<file path="config.mk">
export PLATFORM = sky130hd
export DESIGN_NAME = efc_cell
export DESIGN_NICKNAME = d
export VERILOG_FILES = /design/src/design/efc_pkg.sv /design/src/design/efc_cell.sv
export SDC_FILE = /design/constraint.sdc
export NUM_CORES = 1
export LEC_CHECK = 0
export ABC_AREA = 1
export ABC_CLOCK_PERIOD_IN_PS = 7450
export BUFFER_PORTS_ARGS = -buffer_cell sky130_fd_sc_hd__buf_2
export CAP_MARGIN = 20
export CELL_PAD_IN_SITES_DETAIL_PLACEMENT = 1
export CELL_PAD_IN_SITES_GLOBAL_PLACEMENT = 2
export CORE_ASPECT_RATIO = 0.5
export CORE_UTILIZATION = 24
export CTS_BUF_LIST = sky130_fd_sc_hd__clkbuf_8
export DETAILED_ROUTE_END_ITERATION = 8
export PLACE_DENSITY_LB_ADDON = 0.1
export SLEW_MARGIN = 0
export SYNTH_ARGS = -nofsm -noshare
export SYNTH_HDL_FRONTEND = slang
export SYNTH_SLANG_ARGS = --single-unit
</file>
<file path="constraint.sdc">
create_clock -name i_clk -period 7.45 [get_ports i_clk]
set_clock_uncertainty 0.1 [all_clocks]
set_input_delay 1.49 -clock i_clk [delete_from_list [all_inputs] [get_ports i_clk]]
set_output_delay 1.49 -clock i_clk [all_outputs]
set_load 0.01 [all_outputs]
</file>
<file path="src/design/efc_pkg.sv">
// Shared types and constants of the event FIFO with move coalescing.
package efc_pkg;

    localparam int CODE_W = 32;
    localparam int PRIO_W = 8;
    localparam int CNT_W  = 11;
    localparam int KIND_W = 2;
    localparam int ADDR_W = 4;
    localparam int DATA_W = 32;
    localparam logic [CNT_W-1:0] CAP_RESET = 11'd1024;

    typedef enum logic [KIND_W-1:0] {
        K_SEND    = 2'd0,
        K_RECEIVE = 2'd1,
        K_QUIT    = 2'd2,
        K_CLEAR   = 2'd3
    } t_kind;

    typedef enum logic [1:0] {
        R_CAPACITY = 2'd0,
        R_MOVE     = 2'd1,
        R_BTN_LOW  = 2'd2,
        R_BTN_HIGH = 2'd3
    } t_reg_idx;

    typedef struct packed {
        logic [CODE_W-1:0] code;
        logic [CODE_W-1:0] first;
        logic [CODE_W-1:0] second;
        logic [CODE_W-1:0] stamp;
    } t_entry;

    // Scan token that walks from the newest cell toward cell zero.
    typedef struct packed {
        logic valid;
        logic active;
        logic coalesced;
    } t_tok;

    typedef struct packed {
        logic [CODE_W-1:0] move_code;
        logic [CODE_W-1:0] btn_low;
        logic [CODE_W-1:0] btn_high;
    } t_match_cfg;

    typedef struct packed {
        logic   shift;
        logic   write;
        logic   start;
        t_entry data;
    } t_cell_ctl;

    typedef struct packed {
        logic              success;
        logic [CODE_W-1:0] out_code;
        logic [CODE_W-1:0] out_first;
        logic [CODE_W-1:0] out_second;
        logic [CODE_W-1:0] out_stamp;
        logic [CNT_W-1:0]  queued_count;
    } t_result;

endpackage

</file>
<file path="src/design/efc_cell.sv">
// One queue cell: holds one entry, shifts toward the head, and checks the scan token.
module efc_cell #(
    parameter int IDX    = 0,
    parameter int FILL_W = 11
) (
    input  logic                 i_clk,
    input  logic                 i_rst_n,
    input  efc_pkg::t_cell_ctl   i_ctl,
    input  efc_pkg::t_match_cfg  i_cfg,
    input  logic [FILL_W-1:0]    i_fill,
    input  efc_pkg::t_entry      i_up_ent,
    input  efc_pkg::t_tok        i_up_tok,
    output efc_pkg::t_entry      o_ent,
    output efc_pkg::t_tok        o_tok
);
    efc_pkg::t_entry r_ent, n_ent;
    efc_pkg::t_tok   r_tok, n_tok;
    efc_pkg::t_tok   w_tok_in;
    logic            w_btn;

    always_comb begin
        // The newest entry sits at fill-1; the token enters the chain there.
        if (i_ctl.start && (i_fill == FILL_W'(IDX + 1))) begin
            w_tok_in = '{valid: 1'b1, active: 1'b1, coalesced: 1'b0};
        end else begin
            w_tok_in = i_up_tok;
        end
        w_btn = (r_ent.code >= i_cfg.btn_low) && (r_ent.code <= i_cfg.btn_high);
        n_ent = r_ent;
        n_tok = w_tok_in;
        if (i_ctl.shift) begin
            n_ent = i_up_ent;
        end else if (i_ctl.write && (i_fill == FILL_W'(IDX))) begin
            n_ent = i_ctl.data;
        end
        if (w_tok_in.valid && w_tok_in.active) begin
            if (w_btn) begin
                n_tok.active = 1'b0;
            end else if (r_ent.code == i_cfg.move_code) begin
                n_tok.active    = 1'b0;
                n_tok.coalesced = 1'b1;
                n_ent.first     = i_ctl.data.first;
                n_ent.second    = i_ctl.data.second;
                n_ent.stamp     = i_ctl.data.stamp;
            end
        end
    end

    always_ff @(posedge i_clk) begin
        r_ent <= n_ent;
        if (!i_rst_n) begin
            r_tok <= '0;
        end else begin
            r_tok <= n_tok;
        end
    end

    assign o_ent = r_ent;
    assign o_tok = r_tok;
endmodule

</file>
==> flow_summary.json <==
{
  "clkSlewWorstSetupHoldPaths_ns": 0.10,
  "drc": 15,
  "violations": "design-rule violations",
  "grt_pass1_wl_mm": 64.2,
  "synth_cells": 1365,
  "r2r-start": "o_ent[97]",
  "final_max_slew_viol_count": 0,
  "synthTopCellsByCount": "nand2_1, nand3_1, nor2_1",
  "synth_top_area_share_pct": 22.2,
  "ys_seq_area_share_pct": 32.9,
  "rsz0062_at_grt": "no",
  "worst-r2r-setup-slack_ns": 4.11,
  "hold_viol": 0,
  "r2r_cells": 16,
  "cts_max_level": 4,
  "wl_mm": 42.1,
  "fin_setup_tns_ns": 0,
  "dp.cells": 2269,
  "max_freq_mhz": 230,
  "wl_per_cell_um": 18.2,
  "cp.required_ns": 7.80,
  "yosysWarnings": 0,
  "dieArea_um2": 38100,
  "critPathLaunch": "i_fill[3]",
  "io_buffer_count": 501,
  "hold_ws_ns": 0.472,
  "placed_cell_area_um2": 11800,
  "coreArea_um2": 36300,
  "cts_hold_buf": 0,
  "hold_path_depth": 4,
  "synth_area_leader_cell": "dfxtp_1",
  "synth.ff_latch_count": 131,
  "crit_arrival_ns": 4.70,
  "setup_viol": 0,
  "area_growth_pct": 36.5,
  "synthesis.nets": 1800,
  "start_kind": "input port",
  "vdd_ir_drop_max_uv": 95.9,
  "avgSynthCellArea_um2": 6.55,
  "rows": 49,
  "drive_above_1_share_pct": 30.6,
  "grt.overflow.total": 0,
  "synth.distinct_cells": 31,
  "slew_headroom_pct": 30.4,
  "die_w_um": 275,
  "detailroute.via_count": 11030,
  "grt_start_max_net_pins": 95,
  "gp_congestion": 0.829,
  "fin_cells": 2312,
  "yosysMostFrequentCell": "nand2_1",
  "clk-insertion-delay-late_ns": 0.49,
  "root_buffer": "clkbuf_8",
  "end_kind": "register",
  "drtAntennaViolNets": 0,
  "tightestPinTransition_ns": 1.04,
  "power_density_nw_per_um2": 164,
  "start_util_pct": 24.7,
  "clock_path_buffers": 2,
  "nets": 2240,
  "antenna_found_initial": 10,
  "synth_area_leaders": "dfxtp_1, nand2_1, nand3_1, edfxtp_1, ha_1",
  "fin_area_um2": 12200,
  "hp-start": "o_ent[93]",
  "max_cap_violations": 0,
  "critPathKind": "input port to register",
  "synth_edf_count": 32,
  "worst-path-max-fanout": 83,
  "p_leak_nw": 6.58,
  "min_to": "o_ent[93]",
  "cts_tree": "built",
  "drtPass1Iterations": 6,
  "post-cts-setup-buffers": 0,
  "grt_pass1_vias": 11453,
  "hpwlAfterDp_mm": 30.7,
  "cts.repair.resized": 0,
  "ios": 502,
  "fin_crit_sh_pct": 58.3,
  "post-route-min-period_ns": 4.34,
  "cts.sinks": 131,
  "r2r_end": "o_ent[21]",
  "drt_iter0_drc": 405,
  "status": "finished with violations",
  "via_per_inst": 4.77,
  "netlist_area_um2": 8950,
  "grt_usage_pct": 21.7,
  "synth_ff_type": "dfxtp_1",
  "cts_made_buffers": 17,
  "async_flop_share_pct": 0,
  "hold_path_class": "register to register",
  "die_height_um": 139
}
## worst max path at each step
stage	end	slack (ns)
after floorplan	o_ent[100]	3.87
after global placement	o_ent[50]	2.48
after detailed placement	o_ent[69]	2.39
after CTS	o_ent[69]	2.95
after global routing	o_ent[36]	2.83
final	o_ent[36]	3.11
## placed cells by master (no fill, tap or decap), types with 9 or more instances in the layout
cell | netlist | final
nand3_1 | 201 | 201
xor2_1 | 19 | 19
a21oi_1 | 34 | 34
nor2_1 | 132 | 132
buf_2 | 8 | 501
edfxtp_1 | 32 | 32
buf_4 | 4 | 11
inv_6 | 0 | 9
ha_1 | 64 | 64
diode_2 | 0 | 10
inv_1 | 86 | 86
nand2_1 | 439 | 437
o21ai_0 | 37 | 37
a31oi_1 | 96 | 96
dfxtp_1 | 99 | 99
clkbuf_8 | 0 | 17
## state kept, by name (all words and copies together) (netlist names)
| signal | count |
|---|---|
| o_ent | 128 |
| o_tok | 3 |
## layer usage
metal  up-vias  global-route usage (%)  routed length [um]
li1       5414                       -                   -
met1      5339                    24.4               17000
met2       221                    40.0               22400
met3        56                    4.09                1480
met4         0                    8.40                1160
met5         -                       0                   0
## stage by stage
step	utilization, %	worst slack, ns	power (mW)
final	33.7	3.11	2.00
after global routing	33.7	2.83	2.13
after CTS	33.6	2.95	2.04
after detailed placement	32.5	2.39	1.39
after global placement	32.5	2.48	1.37
after floorplan	-	3.87	1.12
## kinds of logic after synthesis
logic type      share of synthesized area [%]
xor+xnor                                 2.35
buf+inv                                  7.83
simple gates                             36.9
compound gates                           11.1
fa+ha+maj                                8.95
flops                                    32.9
## layout make-up
cell class | count | area, um2
clock inverter | 15 | 140
fill | 4812 | 24100
clock buffer | 17 | 234
multi-input combinational | 1054 | 5330
inverter | 88 | 337
antenna | 10 | 25.0
sequential | 131 | 2940
timing repair buffer | 513 | 2600
tap | 484 | 606
## report_power, final
part | internal (mW) | leakage (nW) | switching (mW) | total [mW]
sequential | 0.794 | 1.14 | 0.0489 | 0.843
clock | 0.272 | 0.195 | 0.360 | 0.633
combinational | 0.225 | 5.24 | 0.299 | 0.524
total | 1.29 | 6.58 | 0.708 | 2.00
## critical path, stage by stage
cell	delay, ns
buf_2	0.08
nor2_1	0.05
nand3b_1	0.13
clkinv_2	0.65
nand2_4	0.78
buf_4	0.82
nand2_1	0.11
a31oi_1	0.22
nand2_1	0.10
nand2_1	0.09
Power figures use the tool's default switching activity.
